## src/assert_macros.svh

```systemverilog
// assertion macros shared by the brush core rtl
// no dependencies; define ASSERT_OFF to compile the checks away
`ifndef ASSERT_MACROS_SVH
`define ASSERT_MACROS_SVH
`ifndef ASSERT_OFF
`define ASSERT_CLK(label, clk, rst_n, prop, msg) \
    label: assert property (@(posedge clk) disable iff (!rst_n) (prop)) else $error(msg);
`define ASSERT_NEVER(label, clk, rst_n, cond, msg) \
    label: assert property (@(posedge clk) disable iff (!rst_n) !(cond)) else $error(msg);
`else
`define ASSERT_CLK(label, clk, rst_n, prop, msg)
`define ASSERT_NEVER(label, clk, rst_n, cond, msg)
`endif
`endif

```

## src/ghb_pkg.sv

```systemverilog
// package of the gaussian heightmap brush: widths, op codes, weight constants
// used by the interfaces and by every module of the block except ghb_ram
package ghb_pkg;

    localparam int ROWS_DEF   = 64;
    localparam int COLS_DEF   = 64;
    localparam int RADIUS_DEF = 21;

    localparam int OP_W   = 2;
    localparam int ROW_W  = 6;
    localparam int COL_W  = 6;
    localparam int H_W    = 16;
    localparam int MAXH_W = 14;
    localparam int W_W    = 17;

    // radius is at most 63: offsets fit 7 bits signed, squared distance 13 bits
    localparam int DR_W = 7;
    localparam int D2_W = 13;

    localparam logic [MAXH_W-1:0] MAXH_RESET = 14'd4096;

    localparam logic [OP_W-1:0] OP_WRITE = 2'd0;
    localparam logic [OP_W-1:0] OP_READ  = 2'd1;
    localparam logic [OP_W-1:0] OP_SET   = 2'd2;
    localparam logic [OP_W-1:0] OP_DELTA = 2'd3;

    // exp(-1/98) in q0.32, and unity weight in q1.16
    localparam logic [31:0]    QSTEP = 32'd4251363944;
    localparam logic [W_W-1:0] WONE  = 17'h10000;

    typedef struct packed {
        logic signed [H_W-1:0] tgt;
        logic                  up;
        logic [15:0]           s;
    } t_brush_ctl;

endpackage

```

## src/ghb_cell_update.sv

```systemverilog
// per cell brush datapath: offset product, new height, direction test
// depends on ghb_pkg; fed by the registered reads of both rams
module ghb_cell_update #(
    parameter int AW = 12
) (
    input  logic                             i_clk,
    input  logic                             i_rst_n,
    input  logic                             i_valid,
    input  logic [AW-1:0]                    i_addr,
    input  logic signed [ghb_pkg::H_W-1:0]   i_cur,
    input  logic [ghb_pkg::W_W-1:0]          i_w,
    input  ghb_pkg::t_brush_ctl              i_ctl,
    output logic                             o_we,
    output logic [AW-1:0]                    o_waddr,
    output logic [ghb_pkg::H_W-1:0]          o_wdata,
    output logic                             o_busy
);

    logic                            r_a_valid;
    logic [AW-1:0]                   r_a_addr;
    logic signed [ghb_pkg::H_W-1:0]  r_a_cur;
    logic [31:0]                     r_a_prod;
    logic                            r_b_valid;
    logic [AW-1:0]                   r_b_addr;
    logic signed [ghb_pkg::H_W-1:0]  r_b_cur;
    logic signed [17:0]              r_b_nh;

    logic [32:0]                     n_prod;
    logic [16:0]                     n_off;
    logic signed [17:0]              n_nh;
    logic signed [17:0]              w_tgt_x;
    logic signed [17:0]              w_off_x;
    logic signed [17:0]              w_cur_x;

    assign n_prod  = 33'(i_ctl.s) * 33'(ghb_pkg::WONE - i_w);
    assign n_off   = 17'((33'(r_a_prod) + 33'd32768) >> 16);
    assign w_tgt_x = 18'(i_ctl.tgt);
    assign w_off_x = signed'({1'b0, n_off});
    assign n_nh    = i_ctl.up ? (w_tgt_x - w_off_x) : (w_tgt_x + w_off_x);

    always_ff @(posedge i_clk) begin
        if (!i_rst_n) begin
            r_a_valid <= 1'b0;
            r_b_valid <= 1'b0;
        end else begin
            r_a_valid <= i_valid;
            r_b_valid <= r_a_valid;
        end
        r_a_addr <= i_addr;
        r_a_cur  <= i_cur;
        r_a_prod <= n_prod[31:0];
        r_b_addr <= r_a_addr;
        r_b_cur  <= r_a_cur;
        r_b_nh   <= n_nh;
    end

    // a cell only ever moves toward the brush direction
    assign w_cur_x = 18'(r_b_cur);
    assign o_we    = r_b_valid && ((r_b_nh > w_cur_x) == i_ctl.up);
    assign o_waddr = r_b_addr;
    assign o_wdata = r_b_nh[ghb_pkg::H_W-1:0];
    assign o_busy  = r_a_valid || r_b_valid;

endmodule

```

## config.mk

```make
export PLATFORM = sky130hd
export DESIGN_NAME = ghb_cell_update
export DESIGN_NICKNAME = d
export VERILOG_FILES = /design/src/assert_macros.svh /design/src/ghb_pkg.sv /design/src/ghb_cell_update.sv
export SDC_FILE = /design/constraint.sdc
export NUM_CORES = 1
export LEC_CHECK = 0
export ABC_AREA = 1
export BUFFER_PORTS_ARGS = -buffer_cell sky130_fd_sc_hd__buf_2
export CORE_MARGIN = 5
export CORE_UTILIZATION = 30
export CTS_CLUSTER_SIZE = 40
export DETAILED_ROUTE_END_ITERATION = 10
export SLEW_MARGIN = 20
export SYNTH_ARGS = -nofsm -noshare
export SYNTH_HDL_FRONTEND = slang
export SYNTH_SLANG_ARGS = --single-unit
```

## constraint.sdc

```tcl
create_clock -name i_clk -period 12.5 [get_ports i_clk]
set_input_delay 3.125 -clock i_clk [delete_from_list [all_inputs] [get_ports i_clk]]
set_output_delay 3.125 -clock i_clk [all_outputs]
set_load 0.01 [all_outputs]
```

After elaboration in Yosys (flattened, before gate mapping)

Cells that the tools add are included.

Register bits after elaboration: 108
Bits of input ports: 81
Output and inout port bits: 30
Word-level logic and storage cells: 18

Add/sub/neg operators: 4
Multiply operators: 1
Magnitude comparators: 1
Equal/unequal tests: 1
Multiplexer cells: 1
Reduce and logical (&&, ||, !) cells: 2

Operator list:

| cell                     | count |
|---|---|
| $add A32 B16 Y33 const B | 1 |
| $mul A17 B18 Y32         | 1 |
| $add A16 B18 Y18         | 1 |
| $gt A18 B16 Y1           | 1 |
| $mux W18                 | 1 |
| $sub A16 B18 Y18         | 1 |
| $sub A17 B17 Y18 const A | 1 |
| $eq A1 B1 Y1             | 1 |
| $logic_and A1 B1 Y1      | 1 |
| $logic_or A1 B1 Y1       | 1 |

Logic depth before layout (Yosys ltp)

Gate-level depths: netlist of the first run.

Depth in word-level cells: 3
Mapped depth: 35
Gate-level depth less buffers: 35

Worst setup path after synthesis of the first run

Ideal clock, no wire load.

Path kind: in2reg
Start: input i_w[1] (netlist bit)
End: register r_a_prod[31]
Setup time: 0.112 ns
Arrival: 8.876 ns
Required time: 12.388 ns
Path slack: 3.512 ns
Cell stages on the path: 27
Path buffers: 0
Cells stage by stage: inv_1 > ha_1 > nand3_1 > nor2_1 > nand4_1 > o21ai_0 > nand2_1 > inv_2 > nand2_1 > fa_1 > inv_1 > fa_1 > fa_1 > fa_1 > fa_1 > inv_1 > fa_1 > inv_1 > ha_1 > nand2_1 > nor3_1 > nand2_1 > or3_1 > nor2_1 > nor2_1 > nand3_1 > nand2_1

Cells in the longest elaborated chain, start to end: 2

Ends and longest elaborated chain:

| item                 | RTL line              | text |
|---|---|---|
| start, declared      | ghb_cell_update.sv:11 | `input logic [ghb_pkg::W_W-1:0] i_w,` |
| $sub A17 B17 Y18     | ghb_cell_update.sv:35 | `assign n_prod = 33'(i_ctl.s) * 33'(ghb_pkg::WONE - i_w);` |
| $mul A17 B18 Y32     | ghb_cell_update.sv:35 |  |
| via n_prod[31]       | ghb_cell_update.sv:28 | `logic [32:0] n_prod;` |
| end signal, assigned | ghb_cell_update.sv:51 | `r_a_prod <= n_prod[31:0];` |
| end, declared        | ghb_cell_update.sv:22 | `logic [31:0] r_a_prod;` |

The timed path passes the listed nets, and every way through them passes these cells.
A chain may end at the register's enable or synchronous reset.

Worst setup path after layout of the first run

Start: input i_w[0] (netlist bit)
End: register r_a_prod[25]

The elaborated chain is that of the path after synthesis.

==> results of run 1 <==
## stage by stage
step | setup WS (ps) | instances | cell area (um2)
final | 2300 | 2669 | 16500
after global routing | 1990 | 2669 | 16500
after CTS | 2340 | 2669 | 16500
after detailed placement | 1990 | 2653 | 16200
after global placement | 2070 | 2653 | 16200
after floorplan | 3510 | 1917 | 15100
## cell families after synthesis
family	count (synthesis)
adders and majority gates	386
xor gates and xnor gates	71
AOI/OAI and AO/OA	115
and+or+nand+nor	708
DFF	93
buffers and inverters	544
## cell type report
type | instances | area (um2) | share of cell area, %
flip-flops and latches | 93 | 1860 | 11.3
repair buffers | 111 | 558 | 3.38
inverters | 497 | 1870 | 11.3
clock buffers | 9 | 225 | 1.36
well taps | 672 | 841 | 5.09
multi-input cells | 1280 | 11100 | 67.2
clock inverters | 7 | 60.1 | 0.364
## worst max path at each step
| stage | startpoint | end | slack, ps | depth (start not counted) |
|---|---|---|---|---|
| 2_1_floorplan | i_w[1] | r_a_prod[31] | 3510 | 27 |
| 3_3_place_gp | i_w[0] | r_a_prod[25] | 2070 | 25 |
| 3_5_place_dp | i_w[0] | r_a_prod[25] | 1990 | 25 |
| 4_1_cts | i_w[0] | r_a_prod[25] | 2340 | 25 |
| 5_1_grt | i_w[0] | r_a_prod[25] | 1990 | 25 |
| 6_report | i_w[0] | r_a_prod[25] | 2300 | 28 |
## state kept, by name (all words and copies together) (netlist names)
| register | count |
|---|---|
| r_a_valid | 1 |
| r_a_cur | 16 |
| r_a_prod | 17 |
| r_a_addr | 12 |
| r_b_valid | 1 |
| o_waddr | 12 |
| r_b_cur | 16 |
| r_b_nh | 18 |
## per-layer routing
metal	share of wire, %	up-vias
met3	6.4	63
met4	2.7	0
met2	47	379
li1	-	5759
met1	44	5873
met5	0	-
## cells in the final DEF, fill, tap and decap left out, types with 3 or more instances in the layout
| cell type | instances |
|---|---|
| nor2_1 | 201 |
| clkbuf_16 | 9 |
| dfxtp_1 | 93 |
| xor2_1 | 42 |
| a21oi_1 | 51 |
| nand4_1 | 14 |
| fa_1 | 266 |
| nand3_1 | 67 |
| nand2_2 | 5 |
| nor2_2 | 13 |
| a221oi_1 | 3 |
| and2_1 | 3 |
| nor2_4 | 6 |
| o21ai_0 | 28 |
| clkinvlp_4 | 5 |
| clkinv_1 | 6 |
| nor4_1 | 3 |
| nand3_2 | 3 |
| inv_1 | 482 |
| ha_1 | 120 |
| nor3_1 | 11 |
| nand2_1 | 372 |
| o21bai_1 | 11 |
| xnor2_1 | 28 |
| inv_2 | 9 |
| a31oi_1 | 5 |
| o21ai_1 | 5 |
| buf_2 | 110 |
==> metrics, run 1 <==
outcome finished clean; R2R cell count 20; Mapped Area 15,100 um2; critical path's top delay family adder cells; count of cell types in the netlist 46; M1 GR Usage 20.4%; clk_skew 12.0 ps; initial antenna violation count 0; Setup-failing EPs final 0; RSZ-0062 raised after global routing false; mux share of post-synthesis cell area 0%; FILL cells 5,308; Synth Area in Adders 45.3%; Worst-Margin Slew 908 ps; most frequent cells after synthesis inv_1 (482), nand2_1 (372), fa_1 (266), nor2_1 (201), ha_1 (120); EDFF count, synth 0; CTS-repair resized insts 0; fin crit share 81.6%; top cell type by total area after synthesis fa_1; Num CTS Buffers 9; Final Hold Fails 0; GR Layer Usage met3 1.88%; Total Routing Usage GR 15.1%; via count 12,100; WHS Endpoint o_waddr[3]; clock sinks 93; Fin Hold WS 326 ps; origin of the critical flop-to-flop path r_a_prod[15]; Worst Path Required 12,770 ps; Max-Cap Viols 0; Iter 0 DRT Violations 778; WL/cell 15.3 um; dominant combinational cell family by area after synthesis adder cells; fin crit period 10,200 ps; Crit-path slowest cell nor4_1; simple-gate share of the synthesized area 19.8%; Hold Path Cell Cnt 0; Yosys Warn Count 0; layer with the highest usage met2; CP Launch Type input port; final core utilization 33.1%; crit-path max FO 15; synth top area cells fa_1 (35%), dfxtp_1 (12%), inv_1 (12%); share of cells above drive strength 1 8.66%; setup bufs post-CTS 0; DRC 0; Critical Path AT 10,470 ps; Buf/Inv on CP 6; Syn Nets 2,384; Antenna Cells 0; Syn Area/Cell 7.87 um2; Initial DRT Pass Iterations 7; Slew Viols, Final 0; die span in x 234 um; clk slew on worst S/H paths 80 ps; TritonCTS clock tree yes; clk buf depth 2; Core Footprint 50,000 um2; Reg2Reg Setup Slack 8730 ps; Total Wirelength 40.7 mm; Area growth, synth to finish 9.54%; Antenna Nets Post-Route 0; Hold Path Class register to register; Synth Area in XOR/XNOR 4.17%; DP HPWL 35.0 mm; vias per inst 4.52; root buffer cell clkbuf_16; share of the synthesized area in the top cell type 35.3%; die height 234 um; CTS H-Tree Depth 3; RR Endpoint r_b_nh[16]; Synth Flop Type dfxtp_1; Initial Utilization 30.2%; CP max stage delay 760 ps; hold_sp r_a_addr[3]; Die Area 54,800 um2; vias in the first global route 12,800; top-count cell post-synth inv_1; Std-Cell Rows 82; fmax 98.0 MHz; Synth Area in Compound Gates 4.40%; number of synthesized register bits 93; register area share after synthesis 12.3%; CP endpoint kind register; grt total ovfl 0; Routability Congestion 0.961; Port Buf Inserts 110; Clk Latency, worst-skew pair 340 ps; Crit Path Category input port to register; # IOs 111; nets 2,459; routing usage on met2 25.8%; cell count after synthesis 1,917; first-pass GRT wire length 66.5 mm; CTS Hold Bufs 0; Synth async-reset ratio 0%; pin count of the biggest net entering global routing 19; setup TNS 0 ps; Slew headroom 39.0%
Power of run 1 is left out: the tool's default activity adds up to more than one toggle a clock period on the data nets, which glitch-free logic cannot reach.
==> run 2, diff against run 1 <==
==> constraint.sdc (replaced) <==
create_clock -name i_clk -period 9 [get_ports i_clk]
set_input_delay 2.25 -clock i_clk [delete_from_list [all_inputs] [get_ports i_clk]]
set_output_delay 2.25 -clock i_clk [all_outputs]
set_load 0.01 [all_outputs]
==> run 2 against run 1 <==
Net effect:
- sequential cell count did not move
- hold slack improved by 1.2 ps
- clock-buffer cell count did not move
- sequential share of layout area fell by 0.14 points
- die area did not move
- first-iteration DRC count rose by 10%
- global-route usage rose by 0.15 points
- register-to-register slack got worse by 3500 ps
- via count rose by 0.71%
- critical path type unchanged
- largest cell class unchanged
- highest routed layer unchanged
==> metrics, run 2 (synthesis gave the netlist of run 1 again) <==
Worst-Margin Slew 662 ps (was 908 ps); Reg2Reg Setup Slack 5230 ps (was 8730 ps); CP max stage delay 590 ps (was 760 ps); Placement Setup Slack -93.1 ps (was 1990 ps); CP endpoint kind register (unchanged); die height 234 um (unchanged); initial antenna violation count 0 (unchanged); Routability Congestion 0.938 (was 0.961); die span in x 234 um (unchanged); WL/cell 15.3 um (about the same); Crit Path Category input port to register (unchanged); Die Area 54,800 um2 (unchanged); Crit-path slowest cell fa_1 (was nor4_1); nets 2,479 (was 2,459); Max-Cap Viols 0 (unchanged); share of cells above drive strength 1 9.62% (was 8.66%); clock sinks 93 (unchanged); Port Buf Inserts 110 (unchanged); Std-Cell Rows 82 (unchanged); crit-path max FO 6 (was 15); sequential cell area 1860 um2 (unchanged); Antenna Nets Post-Route 0 (unchanged); commonest non-fill, non-tap cell in the layout inv_1 (unchanged); grt total ovfl 0 (unchanged); RSZ-0062 raised after global routing false (unchanged); critical path's most frequent cell nand2_1; Slew headroom 55.8% (was 39.0%); Hold Path Class register to register (unchanged); Iter 0 DRT Violations 856 (was 778); register with the most flip-flops r_b_nh (unchanged); outcome finished clean (unchanged); Num CTS Buffers 9 (unchanged); placed cell areas 16,400 um2 (was 16,200 um2); clk slew on worst S/H paths 70 ps (was 80 ps); critical path's top delay family adder cells (unchanged); root buffer cell clkbuf_16 (unchanged); TritonCTS clock tree yes (unchanged); Total Routing Usage GR 15.3% (was 15.1%); CTS H-Tree Depth 3 (unchanged); via count 12,200 (was 12,100); Buf/Inv on CP 10 (was 6); Setup-failing EPs final 0 (unchanged); vias per inst 4.52 (about the same); dpl cells 2,673 (was 2,653); Total Wirelength 41.1 mm (was 40.7 mm); Core Footprint 50,000 um2 (unchanged); clk buf depth 2 (unchanged); final std cells w/o fill 2,690 (was 2,669); clk_skew 5.86 ps (was 12.0 ps); first-pass GRT wire length 66.9 mm (was 66.5 mm); final core utilization 33.5% (was 33.1%); pin count of the biggest net entering global routing 19 (unchanged); fmax 117 MHz; Final Hold Fails 0 (unchanged); Clk Latency, worst-skew pair 340 ps (about the same); # IOs 111 (unchanged); CP Launch Type input port (unchanged); final instance area 16,700 um2 (was 16,500 um2); Worst Path Required 9220 ps (was 12,770 ps); fin crit period 8530 ps; DRC 0 (unchanged); vias in the first global route 12,800 (about the same); Area growth, synth to finish 10.9% (was 9.54%); Initial Utilization 30.2% (unchanged); biggest regs r_b_nh (18), r_a_prod (17) (unchanged); max FFs per register 18 (unchanged); DP HPWL 35.6 mm (was 35.0 mm); Critical Path AT 8750 ps (was 10,470 ps); Slew Viols, Final 0 (unchanged); FILL cells 5,305 (was 5,308); fin worst setup slack 471 ps (was 2300 ps); fin crit share 94.8%; Initial DRT Pass Iterations 6 (was 7); area of the multi-input gates 11,100 um2 (about the same); most used cells in the layout excluding fill and tap cells inv_1 (482), nand2_1 (372), fa_1 (266) (unchanged)
-- run 2: per-layer routing --
layer | vias up | routed length (um) | GRT usage (%)
met1 | 5884 | 18100 | 20.4
li1 | 5821 | - | -
met3 | 52 | 3010 | 2.45
met2 | 403 | 19200 | 26.0
met4 | 0 | 884 | 3.71
met5 | - | 0 | 0
-- run 2: worst register-to-register path: stages, from the launching register on --
cell and delay (ps):
dfxtp_1 460, ha_1 340, nand2_2 110, nor2_2 170, nand3_1 110, nand2_1 120
inv_2 50, nor2_1 80, nand2_1 130, nor2_4 150, nand3_1 100, o21ai_1 170
xnor2_1 130, ha_1 380, nand2_1 90, nor2_1 170, nand4_1 90, o21ai_0 400
a21oi_1 130, nor2_1 110, nor2_1 60, xor2_1 130
-- run 2: cell type report --
| type | instances | share of cell area, % |
|---|---|---|
| Multi-Input combinational cell | 1280 | 66.5 |
| Clock buffer | 9 | 1.35 |
| Timing Repair Buffer | 131 | 4.23 |
| Inverter | 497 | 11.2 |
| Clock inverter | 7 | 0.629 |
| Antenna cell | 1 | 0.0150 |
| Sequential cell | 93 | 11.1 |
| Tap cell | 672 | 5.03 |
-- run 2: path summary, 6_finish.rpt --
path	start	to	cells after the start
setup / recovery	i_w[0]	r_a_prod[26]	33
hold / removal	r_a_cur[6]	r_b_cur[6]	0
setup reg to reg	r_a_prod[15]	r_b_nh[16]	21
hold reg to reg	r_a_cur[6]	r_b_cur[6]	0
-- run 2: repair_timing --
action,4_1_cts,5_1_grt
hold buffers,0,0
resized for setup,0,1
setup buffers,0,0
hold endpoints to repair,0,0
endpoints found under the setup margin,0,1
-- run 2: through the flow --
step	TNS (ps)	hold slack (ps)
after floorplan	0	310
after global placement	-65.6	310
after detailed placement	-93.1	312
after CTS	0	326
after global routing	0	331
final	0	328
Power of run 2 is left out for the same reason.
==> run 3, diff against run 2 <==
--- a/config.mk
+++ b/config.mk
@@ -11,6 +11,7 @@
 export CORE_UTILIZATION = 30
 export CTS_CLUSTER_SIZE = 40
 export DETAILED_ROUTE_END_ITERATION = 10
+export RECOVER_POWER = 100
 export SLEW_MARGIN = 20
 export SYNTH_ARGS = -nofsm -noshare
 export SYNTH_HDL_FRONTEND = slang
==> run 3 against run 2 <==
Net effect:
- cell area fell by 0.26%
- clock-buffer cell count did not move
- sequential share of layout area barely moved
- first-iteration DRC count rose by 2.6%
- via count barely moved
- wire length rose by 0.12%
- setup slack improved by 27 ps
- hold slack barely moved
- largest cell class unchanged
- core utilization fell by 0.088 points
- critical path depth did not move
- global-route usage did not move
- sequential cell count did not move
==> metrics, run 3 (synthesis gave the netlist of run 1 again) <==
# IOs 111 (unchanged); Worst-Margin Slew 644 ps (was 662 ps); R2R cell count 21 (unchanged); origin of the critical flop-to-flop path r_a_prod[15] (unchanged); Slew Viols, Final 0 (unchanged); vias per inst 4.53 (was 4.52); biggest regs r_b_nh (18), r_a_prod (17) (unchanged); DRC 0 (unchanged); Iter 0 DRT Violations 878 (was 856); Crit-path slowest cell fa_1 (unchanged); fin crit period 8500 ps (was 8530 ps); first-pass GRT wire length 66.9 mm (unchanged); grt total ovfl 0 (unchanged); Total Routing Usage GR 15.3% (unchanged); via count 12,200 (about the same); register with the most flip-flops r_b_nh (unchanged); commonest non-fill, non-tap cell in the layout inv_1 (unchanged); clk_skew 5.73 ps (was 5.86 ps); CP max stage delay 590 ps (about the same); CP Launch Type input port (unchanged); initial antenna violation count 0 (unchanged); Final Hold Fails 0 (unchanged); Slew headroom 57.0% (was 55.8%); setup TNS 0 ps (unchanged); Initial DRT Pass Iterations 5 (was 6); Worst Path Required 9220 ps (about the same); Antenna Cells 0 (was 1); most used cells in the layout excluding fill and tap cells inv_1 (482), nand2_1 (372), fa_1 (266) (unchanged); vias in the first global route 12,800 (unchanged); RSZ-0062 raised after global routing false (unchanged); placed cell areas 16,400 um2 (unchanged); Routability Congestion 0.938 (unchanged); die height 234 um (unchanged); clk slew on worst S/H paths 70 ps (about the same); RR Endpoint r_b_nh[16] (unchanged); Antenna Nets Post-Route 0 (unchanged); Die Area 54,800 um2 (unchanged); clock sinks 93 (unchanged); root buffer cell clkbuf_16 (unchanged); Total Wirelength 41.2 mm (was 41.1 mm); CP startpoint i_w[0] (unchanged); crit-path max FO 6 (unchanged); clk buf depth 2 (unchanged); Area growth, synth to finish 10.6% (was 10.9%); share of cells above drive strength 1 7.98% (was 9.62%); max FFs per register 18 (unchanged); critical path's top delay family adder cells (unchanged); setup bufs post-CTS 0 (unchanged); Reg2Reg Setup Slack 5240 ps (was 5230 ps); Initial Utilization 30.2% (unchanged); fin crit share 94.5% (was 94.8%); die span in x 234 um (unchanged); outcome finished clean (unchanged); CTS H-Tree Depth 3 (unchanged); dpl cells 2,673 (unchanged); Hold Path Class register to register (unchanged); CP endpoint r_a_prod[26] (unchanged); Std-Cell Rows 82 (unchanged); Critical Path AT 8720 ps (was 8750 ps); Core Footprint 50,000 um2 (unchanged); final instance area 16,700 um2 (about the same); Crit Path Category input port to register (unchanged); Max-Cap Viols 0 (unchanged); TritonCTS clock tree yes (unchanged); DP HPWL 35.6 mm (unchanged); Clk Latency, worst-skew pair 340 ps (about the same); Setup-failing EPs final 0 (unchanged); Buf/Inv on CP 10 (unchanged); Num CTS Buffers 9 (unchanged); pin count of the biggest net entering global routing 19 (unchanged); fmax 118 MHz (was 117 MHz); CP endpoint kind register (unchanged); Port Buf Inserts 110 (unchanged); final std cells w/o fill 2,689 (was 2,690); cell count along the critical path 33 (unchanged); critical path's most frequent cell nand2_1 (unchanged); WL/cell 15.3 um (about the same); nets 2,479 (unchanged)
[run 3: layout make-up]
type	count	area [um2]
Clock inverter	7	105
Clock buffer	9	225
Fill cell	5324	33300
Tap cell	672	841
Multi-Input combinational cell	1280	11100
Timing Repair Buffer	131	667
Sequential cell	93	1860
Inverter	497	1870
[run 3: metal layers]
metal	GRT usage [%]	wire, um	vias to the layer above
li1	-	-	5821
met1	20.4	18200	5896
met2	26.0	19200	390
met3	2.45	2920	62
met4	3.71	921	0
met5	0	0	-
[run 3: repair_timing]
item,4_1_cts,5_1_grt
hold buffers,0,0
resized for setup,0,1
setup endpoints to repair,0,1
[run 3: worst min-delay path by stage]
stage	startpoint	endpoint	slack (ps)	cells after the start
after detailed placement	r_a_cur[6]	r_b_cur[6]	310	0
after global routing	r_a_cur[12]	r_b_cur[12]	330	0
after CTS	r_a_addr[1]	o_waddr[1]	330	0
final	r_a_cur[6]	r_b_cur[6]	330	0
after global placement	r_a_addr[5]	o_waddr[5]	310	0
after floorplan	r_a_addr[0]	o_waddr[0]	310	0
[run 3: stage by stage]
step           util [%]  setup WS (ps)  hold slack (ps)
4_1_cts            33.5            259              326
3_3_place_gp       32.8          -65.6              310
2_1_floorplan         -            887              310
6_report           33.4            499              328
3_5_place_dp       32.8          -93.1              312
5_1_grt            33.4           78.2              331
Power of run 3 is left out for the same reason.
